===== config.mk =====
export PLATFORM = sky130hd
export DESIGN_NAME = next_fit_page_allocator
export DESIGN_NICKNAME = d
export VERILOG_FILES = /design/src/rtl/core/nfpa_pkg.sv /design/src/rtl/core/next_fit_page_allocator.sv /design/src/rtl/core/nfpa_ram.sv
export SDC_FILE = /design/constraint.sdc
export NUM_CORES = 2
export LEC_CHECK = 0
export ABC_CLOCK_PERIOD_IN_PS = 46100
export BUFFER_PORTS_ARGS = -buffer_cell sky130_fd_sc_hd__buf_2
export CAP_MARGIN = 20
export CORE_ASPECT_RATIO = 1.2
export CORE_MARGIN = 8
export CORE_UTILIZATION = 50
export DETAILED_ROUTE_END_ITERATION = 8
export PLACE_DENSITY_LB_ADDON = 0.2
export SYNTH_ARGS = -nofsm -noshare
export SYNTH_HDL_FRONTEND = slang
export SYNTH_SLANG_ARGS = --single-unit

===== constraint.sdc =====
create_clock -name clock -period 46.1 [get_ports clock]
set_input_delay 6.915 -clock clock [delete_from_list [all_inputs] [get_ports clock]]
set_output_delay 6.915 -clock clock [all_outputs]
set_load 0.005 [all_outputs]

===== src/rtl/core/nfpa_pkg.sv =====
package nfpa_pkg;
   localparam int PagesDef     = 1024;
   localparam int EntriesDef   = 64;
   localparam int PageBytesDef = 4096;

   localparam logic [2:0] StOk      = 3'd0;
   localparam logic [2:0] StNoSpace = 3'd1;
   localparam logic [2:0] StZero    = 3'd2;
   localparam logic [2:0] StFull    = 3'd3;
   localparam logic [2:0] StUnknown = 3'd4;

   localparam logic FuncAlloc = 1'b0;
   localparam logic FuncFree  = 1'b1;

   typedef enum logic [3:0] {
      S_CLEAR,
      S_IDLE,
      S_SLOT,
      S_SCAN_RD,
      S_SCAN,
      S_MARK,
      S_FREE_RD,
      S_FREE,
      S_REL,
      S_DONE
   } state_type;
endpackage


===== src/rtl/core/next_fit_page_allocator.sv =====
// Allocate: after the transfer in, S_SLOT picks the free slot, S_SCAN_RD reads the
// bitmap, S_SCAN looks at up to PAGES pages and S_MARK marks each page of the run,
// then S_DONE gives the result. Zero size or too few free pages: straight to S_DONE.
// Free: S_FREE_RD and S_FREE per slot looked up (up to ENTRIES), S_REL per page, then
// S_DONE. One request at a time; the page bitmap memory port (one page per cycle)
// paces scan, mark and release. Reset (synchronous, active high) starts a clearing pass over all PAGES pages.
module next_fit_page_allocator #(
   parameter int PAGES      = nfpa_pkg::PagesDef,
   parameter int ENTRIES    = nfpa_pkg::EntriesDef,
   parameter int PAGE_BYTES = nfpa_pkg::PageBytesDef
) (
   input  logic        clock,
   input  logic        reset,
   input  logic        req_valid,
   output logic        req_stall,
   input  logic        req_func,
   input  logic [31:0] req_size_bytes,
   input  logic [31:0] req_address,
   output logic        rsp_valid,
   input  logic        rsp_stall,
   output logic [31:0] rsp_start_address,
   output logic [2:0]  rsp_status,
   input  logic        csr_psel,
   input  logic        csr_penable,
   input  logic        csr_pwrite,
   input  logic [1:0]  csr_paddr,
   input  logic [31:0] csr_pwdata,
   output logic [31:0] csr_prdata,
   output logic        csr_pready
);
   import nfpa_pkg::*;

   localparam int PW = $clog2(PAGES);
   localparam int CW = PW + 1;
   localparam int SW = (ENTRIES > 1) ? $clog2(ENTRIES) : 1;
   localparam int EW = $clog2(ENTRIES + 1);
   localparam int BW = $clog2(PAGE_BYTES);
   localparam int NW = 33 - BW;

   state_type state_ff, state_in;

   logic [31:0]   base_ff;
   logic [PW-1:0] start_ff, start_in;
   logic [CW-1:0] free_ff, free_in;
   logic [ENTRIES-1:0] valid_ff, valid_in;

   logic [NW-1:0] need_ff, need_in;
   logic [31:0]   addr_ff;
   logic [SW-1:0] slot_ff, slot_in;
   logic [EW-1:0] sidx_ff, sidx_in;
   logic [CW-1:0] k_ff, k_in;
   logic [PW-1:0] p_ff, p_in;
   logic [NW-1:0] run_ff, run_in;
   logic [PW-1:0] first_ff, first_in;
   logic [PW-1:0] last_ff, last_in;
   logic [PW-1:0] cur_ff, cur_in;
   logic          rsp_valid_ff, rsp_valid_in;
   logic [31:0]   rsp_addr_ff, rsp_addr_in;
   logic [2:0]    rsp_st_ff, rsp_st_in;

   logic          pg_we;
   logic [PW-1:0] pg_wa, pg_ra;
   logic          pg_wd, pg_rd;
   logic          sl_we;
   logic [SW-1:0] sl_ra;
   logic [2*PW-1:0] sl_rd;

   logic          accept;
   logic [32:0]   size_ext;
   logic [31:0]   slot_addr;

   nfpa_ram #(.WIDTH(1), .DEPTH(PAGES)) u_pages (
      .clock(clock), .wr_en(pg_we), .wr_addr(pg_wa), .wr_data(pg_wd),
      .rd_addr(pg_ra), .rd_data(pg_rd)
   );

   nfpa_ram #(.WIDTH(2*PW), .DEPTH(ENTRIES)) u_slots (
      .clock(clock), .wr_en(sl_we), .wr_addr(slot_ff), .wr_data({first_ff, last_ff}),
      .rd_addr(sl_ra), .rd_data(sl_rd)
   );

   // config port
   assign csr_pready = 1'b1;
   assign csr_prdata = base_ff;
   always_ff @(posedge clock) begin
      if (reset) begin
         base_ff <= '0;
      end else if (csr_psel && csr_penable && csr_pwrite && csr_paddr == 2'd0) begin
         base_ff <= csr_pwdata;
      end
   end

   assign accept    = req_valid && !req_stall;
   assign req_stall = (state_ff != S_IDLE) || rsp_valid_ff;
   assign rsp_valid = rsp_valid_ff;
   assign rsp_start_address = rsp_addr_ff;
   assign rsp_status = rsp_st_ff;
   assign size_ext  = {1'b0, req_size_bytes} + 33'(PAGE_BYTES - 1);
   assign slot_addr = base_ff + (32'(sl_rd[2*PW-1:PW]) << BW);

   // next state
   always_comb begin
      state_in = state_ff;
      unique case (state_ff)
         S_CLEAR:   if (cur_ff == PW'(PAGES - 1)) state_in = S_IDLE;
         S_IDLE: begin
            if (accept) begin
               if (req_func == FuncFree) state_in = S_FREE_RD;
               else if (req_size_bytes == '0 || NW'(size_ext >> BW) > NW'(free_ff))
                  state_in = S_DONE;
               else state_in = S_SLOT;
            end
         end
         S_SLOT:    state_in = (&valid_ff) ? S_DONE : S_SCAN_RD;
         S_SCAN_RD: state_in = S_SCAN;
         S_SCAN: begin
            if (!pg_rd && run_in == need_ff) state_in = S_MARK;
            else if (k_ff == CW'(PAGES - 1)) state_in = S_DONE;
         end
         S_MARK:    if (cur_ff == last_ff) state_in = S_DONE;
         S_FREE_RD: state_in = S_FREE;
         S_FREE: begin
            if (valid_ff[sidx_ff[SW-1:0]] && slot_addr == addr_ff) state_in = S_REL;
            else if (sidx_ff == EW'(ENTRIES - 1)) state_in = S_DONE;
            else state_in = S_FREE_RD;
         end
         S_REL:     if (cur_ff == last_ff) state_in = S_DONE;
         S_DONE:    state_in = S_IDLE;
         default:   state_in = S_IDLE;
      endcase
   end

   // datapath and memory control
   always_comb begin
      start_in = start_ff;  free_in = free_ff;  valid_in = valid_ff;
      need_in = need_ff;  slot_in = slot_ff;  sidx_in = sidx_ff;
      k_in = k_ff;  p_in = p_ff;  run_in = run_ff;
      first_in = first_ff;  last_in = last_ff;  cur_in = cur_ff;
      rsp_valid_in = rsp_valid_ff && rsp_stall;
      rsp_addr_in = rsp_addr_ff;  rsp_st_in = rsp_st_ff;
      pg_we = 1'b0;  pg_wa = cur_ff;  pg_wd = 1'b0;  pg_ra = p_ff;
      sl_we = 1'b0;  sl_ra = sidx_ff[SW-1:0];
      unique case (state_ff)
         S_CLEAR: begin
            pg_we = 1'b1;
            cur_in = cur_ff + 1'b1;
         end
         S_IDLE: begin
            need_in = NW'(size_ext >> BW);
            sidx_in = '0;  slot_in = '0;
            // a waiting result keeps its payload until its transfer
            if (accept) begin
               rsp_addr_in = '0;  rsp_st_in = StOk;
               if (req_func == FuncAlloc) begin
                  if (req_size_bytes == '0) rsp_st_in = StZero;
                  else rsp_st_in = StNoSpace;
               end
            end
            sl_ra = '0;
         end
         S_SLOT: begin
            for (int i = ENTRIES - 1; i >= 0; i--)
               if (!valid_ff[i]) slot_in = SW'(i);
            rsp_st_in = StFull;
            k_in = '0;  p_in = start_ff;  run_in = '0;
            pg_ra = start_ff;
         end
         S_SCAN_RD: begin
            pg_ra = p_ff;
            rsp_st_in = StNoSpace;
         end
         S_SCAN: begin
            run_in = run_ff;
            if (p_ff == '0 && k_ff != '0) run_in = '0;
            if (!pg_rd) begin
               if (run_in == '0) first_in = p_ff;
               run_in = run_in + 1'b1;
               if (run_in == need_ff) begin
                  last_in = p_ff;
                  cur_in = (run_in == NW'(1)) ? p_ff : first_in;
               end
            end else begin
               run_in = '0;
            end
            k_in = k_ff + 1'b1;
            p_in = (p_ff == PW'(PAGES - 1)) ? '0 : p_ff + 1'b1;
            pg_ra = p_in;
         end
         S_MARK: begin
            pg_we = 1'b1;  pg_wd = 1'b1;
            cur_in = cur_ff + 1'b1;
            if (cur_ff == last_ff) begin
               sl_we = 1'b1;
               valid_in[slot_ff] = 1'b1;
               free_in = free_ff - CW'(need_ff);
               start_in = (last_ff == PW'(PAGES - 1)) ? '0 : last_ff + 1'b1;
               rsp_addr_in = base_ff + (32'(first_ff) << BW);
               rsp_st_in = StOk;
            end
         end
         S_FREE_RD: begin
            sl_ra = sidx_ff[SW-1:0];
            rsp_st_in = StUnknown;
         end
         S_FREE: begin
            first_in = sl_rd[2*PW-1:PW];
            last_in = sl_rd[PW-1:0];
            cur_in = sl_rd[2*PW-1:PW];
            slot_in = sidx_ff[SW-1:0];
            sidx_in = sidx_ff + 1'b1;
         end
         S_REL: begin
            pg_we = 1'b1;  pg_wd = 1'b0;
            free_in = free_ff + CW'(1);
            cur_in = cur_ff + 1'b1;
            if (cur_ff == last_ff) begin
               valid_in[slot_ff] = 1'b0;
               rsp_st_in = StOk;
            end
         end
         S_DONE: rsp_valid_in = 1'b1;
         default: ;
      endcase
   end

   always_ff @(posedge clock) begin
      if (reset) begin
         state_ff <= S_CLEAR;
         start_ff <= '0;
         free_ff <= CW'(PAGES);
         valid_ff <= '0;
         rsp_valid_ff <= 1'b0;
         cur_ff <= '0;
      end else begin
         state_ff <= state_in;
         start_ff <= start_in;
         free_ff <= free_in;
         valid_ff <= valid_in;
         rsp_valid_ff <= rsp_valid_in;
         cur_ff <= cur_in;
      end
   end

   always_ff @(posedge clock) begin
      if (accept) begin
         addr_ff <= req_address;
      end
      need_ff <= need_in;
      slot_ff <= slot_in;
      sidx_ff <= sidx_in;
      k_ff <= k_in;
      p_ff <= p_in;
      run_ff <= run_in;
      first_ff <= first_in;
      last_ff <= last_in;
      rsp_addr_ff <= rsp_addr_in;
      rsp_st_ff <= rsp_st_in;
   end
endmodule


===== src/rtl/core/nfpa_ram.sv =====
module nfpa_ram #(
   parameter int WIDTH = 1,
   parameter int DEPTH = 2
) (
   input  logic                     clock,
   input  logic                     wr_en,
   input  logic [$clog2(DEPTH)-1:0] wr_addr,
   input  logic [WIDTH-1:0]         wr_data,
   input  logic [$clog2(DEPTH)-1:0] rd_addr,
   output logic [WIDTH-1:0]         rd_data
);
   logic [WIDTH-1:0] mem [DEPTH];

   always_ff @(posedge clock) begin
      if (wr_en) begin
         mem[wr_addr] <= wr_data;
      end
      rd_data <= mem[rd_addr];
   end
endmodule

### Word-level counts from Yosys, hierarchy flattened

Memories as Yosys holds them, arrays and structs flattened. A register that Yosys moved wholly into a read port is not among the register bits.
Index checks and enable logic that the tools add are counted.

* bits in registers: 295
* bits in writable memories: 2304
* bits of input ports: 106
* output and inout port bits: 70
* word-level logic and storage cells: 229
* memories kept: 2

* add/sub/neg operators: 11
* magnitude comparators: 4
* eq/ne operators: 29
* muxes and demuxes: 122
* bitwise logic cells: 3
* reduce and logical (&&, ||, !) cells: 40

Memory list
* u_slots.mem: words 64, width 20, read ports 1, clocked after Yosys merged registers in 1, wr ports 1, RTL line nfpa_ram.sv:12 `logic [WIDTH-1:0] mem [DEPTH];`
* u_pages.mem: words 1024, width 1, read ports 1, clocked after Yosys merged registers in 1, wr ports 1, RTL line nfpa_ram.sv:12

Operators by type and width (number)
* 6-bit two-way mux: 65
* 64-bit two-way mux: 2
* 64-bit one-hot mux with 2 select lines: 1
* 10-bit two-way mux: 9
* 65-bit != test, second input constant: 1
* 32-bit by 22-bit adder with 32-bit output: 2
* 64-bit AND: 1
* 32-bit two-way mux: 2
* 64-bit inverter: 1
* 64-bit OR: 1
* 32-bit one-hot mux with 2 select lines: 1
* 64-bit AND reduction: 1
* 21-bit two-way mux: 3
* 10-bit one-hot mux with 2 select lines: 3
* 11-bit one-hot mux with 2 select lines: 2
* 21-bit == test: 2
* 21-bit one-hot mux with 2 select lines: 1
* 4-bit two-way mux: 10
* 32-bit by 12-bit adder with 33-bit output, second input constant: 1
* 32-bit == test: 1
* 32-bit logical NOT: 1
* 4-bit one-hot mux with 8 select lines: 1
* 10-bit by 1-bit adder with 10-bit output, second input constant: 3
* 10-bit == test, second input constant: 3
* other kinds (45): 91

### Depth between registers and ports, before layout

* depth in word-level cells: 65
* gate-level depth with buffers: 23
* depth with buffers taken out: 20

### Hierarchy

From an unflattened synthesis, not the netlist that was laid out.

* cells, all modules: 7386
* area total of the unflattened synthesis: 112086.2 um^2

By module, submodules not included
* nfpa_ram (u_slots): times used 1, cells each 2243, area an instance 49495.0 um^2, seq. area each 38837.2 um^2
* nfpa_ram (u_pages): times used 1, cells each 3112, area an instance 44656.6 um^2, seq. area each 30769.5 um^2
* next_fit_page_allocator: times used 1, cells each 2031, area an instance 17934.7 um^2, seq. area each 7226.9 um^2

### Worst setup path before layout

OpenSTA, ideal clock, no wires.

* path kind: register to register
* start: reg state_ff[2]
* end: mem u_pages.mem[0] (data pin)
* setup time: 3.473 ns
* arrival time: 16.547 ns
* data required time: 42.627 ns
* setup slack: 26.080 ns
* stages on the path, launching flop included: 6
* buffers on the path: 3
* period minus slack after synthesis: 20.020 ns
* path through: dfxtp_1 buf_4 clkbuf_1 nand3_1 inv_1 clkbuf_1

* cells in the longest elaborated chain, start to end: 2

RTL lines
* start, declared: RTL line next_fit_page_allocator.sv:40 `state_type state_ff, state_in;`
* start signal, assigned: RTL line next_fit_page_allocator.sv:235 `state_ff <= state_in;`
* 4-bit by 3-bit == test with 1-bit output: RTL line next_fit_page_allocator.sv:143 `unique case (state_ff)`
* 1-bit two-way mux: RTL line next_fit_page_allocator.sv:143
* via pg_wd: RTL line next_fit_page_allocator.sv:63 `logic pg_wd, pg_rd;`
* end, declared: RTL line nfpa_ram.sv:12

The timed path passes the listed nets, and every way through them passes these cells.

### Worst setup path after layout

* start: in req_size_bytes[5]
* end: reg state_ff[1]

* cells in the longest elaborated chain, start to end: 7
* elaborated cells on any way between the ends: 8
* classes of those cells: add/sub: 1; order compare: 1; mux: 4; reduce/logical: 2

RTL lines
* start, declared: RTL line next_fit_page_allocator.sv:17 `input logic [31:0] req_size_bytes,`
* 32-bit by 12-bit adder with 33-bit output: RTL line next_fit_page_allocator.sv:98 `assign size_ext = {1'b0, req_size_bytes} + 33'(PAGE_BYTES - 1);`
* via size_ext[20]: RTL line next_fit_page_allocator.sv:69 `logic [32:0] size_ext;`
* 21-bit by 11-bit greater-than comparator with 1-bit output: RTL line next_fit_page_allocator.sv:109 `else if (req_size_bytes == '0 || NW'(size_ext >> BW) > NW'(free_ff))`
* 1-bit logical OR: RTL line next_fit_page_allocator.sv:109
* 4-bit two-way mux: RTL line next_fit_page_allocator.sv:109
* 4-bit two-way mux: RTL line next_fit_page_allocator.sv:108 `if (req_func == FuncFree) state_in = S_FREE_RD;`
* 4-bit two-way mux: RTL line next_fit_page_allocator.sv:107 `if (accept) begin`
* 4-bit one-hot mux with 8 select lines: RTL line next_fit_page_allocator.sv:104 `unique case (state_ff)`

The timed path passes the listed nets, and every way through them passes these cells. The select of a mux whose other input is x is not followed.
A chain may end at the register's enable or synchronous reset.

==> summary.txt <==
STA
  – Final min period: about 10 ns
  – Slew headroom: between 20% and 30%
  – Setup-failing EPs final: 0
  – RSZ-0062 raised after global routing: false
  – Ratio of final minimum period to clock period: roughly 22%
  – Final Hold Viols: 0
  – Pin slew with the least headroom to its limit: roughly 1.2 ns
  – Setup total negative slack: 0 ns
  – Max-slew violations: 0
  – Worst hold slack: approximately 0.5 ns
  – Final Skew: roughly 0.051 ns
  – Fmax: slightly below 0.1 GHz

Clocking
  – Htree depth: 5
  – Maximum buffer depth of the clock tree: 4
  – CTS tree: yes
  – CTS buffer count: between 200 and 300
  – Clk_lat worst skew: about 0.95 ns
  – CTS Sinks: 2620
  – Clk slew on worst S/H paths: 0.06 ns
  – Cts hold-fix bufs: 0
  – Clk root buf: clkbuf_16
  – Post-CTS Resized: 0
  – Post-CTS Setup Repair Bufs: 0

Logic synthesis
  – Post-synth cell types: 94
  – Synth warn: 0
  – Post-Synth XOR/XNOR Area: around 1.4%
  – Adder-Cell Fraction of Synth Area: 0.649%
  – Mux contribution to synthesized area: roughly 5.2%
  – Top_reg_cell synth: edfxtp_1
  – Ys async rst share: 0%
  – Synth Area in Simple Gates: around an eighth
  – Post-synth EDFFs: 2436
  – Register area share after synthesis: between 60% and 70%
  – Net Count, Synth: 9199
  – Synthesized instance count: around 9000
  – Synthesized cell area: roughly 110000 um^2
  – Number of synthesized register bits: between 2000 and 3000
  – Synth Area in Compound Gates: 9.37%
  – Largest family of logic cells by synthesized area: simple AND/OR/NAND/NOR gates
  – Synth Area per Inst: approximately 13 um^2

Worst setup path
  – Worst path bufs/invs: 1
  – Reg-to-reg slack, setup: slightly below 40 ns
  – Crit end category: register
  – R2R Path Start: state_ff[1]
  – Setup CP Type: in -> reg
  – CP Launch Type: input pin
  – Worst setup path start: req_size_bytes[5]
  – Worst Path Required: around 47 ns
  – CP Cell Sequence: buf_2 -> nor4_1 -> a31oi_1 -> and2_1 -> and3_1 -> and3_1 -> nand3_1 -> xnor2_1 -> ha_1 -> a2111oi_0 -> o21ai_0 -> a2111oi_0 -> nor2_1 -> o22a_1 -> a2111oi_1
  – Worst r2r dst: u_pages.rd_data
  – Critical Path End: state_ff[1]
  – Worst reg2reg path depth: 16
  – Number of cells on the critical path: 15
  – Maximum fanout along the worst path: 3
  – Critical-path top delay cell: a2111oi_0
  – CP peak stage delay: 0.80 ns
  – Cell family with most CP delay: compound AO/OA/AOI/OAI gates
  – Arr. time, crit path: 11.10 ns

Routing
  – DRT Wirelength: 336000 um
  – First drt pass iteration count: 6
  – Routed len/inst: roughly 28 um
  – Number of remaining DRC errors: 0
  – Via count: around 76000
  – Antenna viol nets, final: 0
  – DR iter-0 viols: between 8000 and 9000
  – DR vias/cell: between 6 and 7

Cells and area
  – Fillers: 18525
  – Area growth from synthesis to layout: 11.2%
  – Multi-input gate area: roughly 33000 um^2
  – Fraction of layout cells with a size suffix above 1: between 10% and 20%
  – Fin nets: between 9000 and 10000
  – Register area: roughly 77000 um^2

GRT
  – GRT overflow: 0
  – GR Util All Layers: between 20% and 30%
  – Largest net degree at the start of global routing: approximately 260
  – Initial antenna violation count: 13
  – Vias in the first global route: approximately 74000
  – First-pass GRT wire length: roughly 490000 um

Power
  – PwrDens: 37.6 nW/um^2
  – Peak VDD IR: 0.0373 mV
  – Static Leakage: ~43 nW

Floorplan
  – Die H: roughly 540 um
  – Die Width: around 450 um
  – Die area: around 240000 um^2
  – Core Area: approximately 230000 um^2
  – Ports: around 180
  – Initial Util: 50.2%
  – Rows: ~190

Placement
  – Hpwl dp: approximately 190000 um
  – Routability congestion estimate: 0.916
  – Number of port buffers: ~170

Flow run
  – MaxCap Viol Count: 0

Worst hold path
  – Min-delay worst type: reg -> reg

Run status
  – Status: complete, no violations
layer usage:
layer / GRT usage (%) / part of all wire [%] / vias to the layer above
li1: - / - / 33435
met1: 34.7 / 39 / 38361
met2: 44.4 / 48 / 3597
met3: 4.51 / 8.3 / 748
met4: 11.4 / 4.6 / 8
met5: 0 / 0.017 / -
cells in the mapped netlist (177+ instances only):
| library cell | number | area (um^2) |
|---|---|---|
| edfxtp_1 | 2436 | 73200 |
| nor2_1 | 1218 | 4570 |
| nand2_1 | 1033 | 3880 |
| clkbuf_1 | 548 | 2060 |
| mux2i_1 | 345 | 3450 |
| o22ai_1 | 328 | 2050 |
| o21ai_0 | 279 | 1400 |
| nand3_1 | 258 | 1290 |
| a21oi_1 | 252 | 1260 |
| a211oi_1 | 226 | 1700 |
| o211ai_1 | 200 | 1500 |
| a31oi_1 | 189 | 1180 |
| dfxtp_1 | 184 | 3680 |
| or3_1 | 177 | 1110 |
cells in the final DEF, fill, tap and decap left out, types with 50 or more instances in the layout:
master	instances
and2_1	167
xnor2_1	102
dfxtp_1	184
xor2_1	74
or3_1	177
edfxtp_1	2436
nor3_1	50
a21oi_1	251
o211ai_1	200
clkbuf_1	79
and3_1	55
nor4_1	69
o22ai_1	328
buf_4	189
mux4_2	106
o21ai_0	279
nand3_1	236
a31oi_1	189
nor2_1	1215
a211oi_1	225
nand2_1	1026
mux2i_1	345
clkbuf_16	292
buf_2	173
ha_1	54
nand4_1	57
inv_1	148
worst min-delay path, stage by stage, from the launching register on:
cell and delay, ns:
dfxtp_1 0.33, a21oi_1 0.06, nor2_1 0.07
flip-flops by register name (all words and copies together), names as in the netlist, 11 cells and up, named ones only:
| signal | flops |
|---|---|
| addr_ff | 32 |
| csr_prdata | 32 |
| free_ff | 11 |
| k_ff | 11 |
| need_ff | 21 |
| rsp_start_address | 32 |
| run_ff | 21 |
| u_pages.mem | 1024 |
| u_slots.mem | 1280 |
| u_slots.rd_data | 20 |
layout make-up:
| type | count | share of cell area, % |
|---|---|---|
| Clock inverter | 101 | 0.661 |
| Clock buffer | 379 | 6.12 |
| Tap cell | 2991 | 2.97 |
| Sequential cell | 2620 | 61.0 |
| Antenna cell | 7 | 0.0139 |
| Multi-Input combinational cell | 5525 | 26.2 |
| Inverter | 158 | 0.492 |
| Timing Repair Buffer | 398 | 2.53 |
metrics by stage:
stage | power (mW) | area, um^2 | cells | util, % | setup slack, ns
after CTS | 4.77 | 126000 | 12154 | 55.7 | 35.93
after floorplan | 2.63 | 113000 | 9036 | - | 26.08
final | 4.74 | 126000 | 12179 | 55.9 | 35.78
after detailed placement | 2.65 | 117000 | 11674 | 51.9 | 34.98
after global routing | 4.86 | 126000 | 12177 | 55.9 | 35.51
after global placement | 2.65 | 117000 | 11660 | 51.7 | 34.75
report_power, final:
part           internal [mW]  switching, mW  leakage, nW
registers               2.56        0.00220         24.6
clock network           1.25          0.896         4.19
logic                0.00977         0.0246         13.9
logic make-up (layout without fill, tap and decap cells):
logic type      count (synthesis)  after routing
simple gates                 3188           3188
flops                        2620           2620
compound gates               1652           1652
buf+inv                       891           1036
mux                           451            451
xor+xnor                      176            176
fa+ha+maj                      57             57
other cells                     1              8
how the worst min path moves through the flow:
stage | from | to | slack, ns | cells after the start
final | start_ff[4] | start_ff[4] | 0.50 | 2
after global routing | start_ff[4] | start_ff[4] | 0.52 | 2
after CTS | start_ff[4] | start_ff[4] | 0.49 | 2
after detailed placement | start_ff[4] | start_ff[4] | 0.48 | 2
after global placement | start_ff[6] | start_ff[6] | 0.47 | 2
after floorplan | start_ff[6] | start_ff[6] | 0.45 | 2
Note: power is estimated with default switching activity, not from simulation.
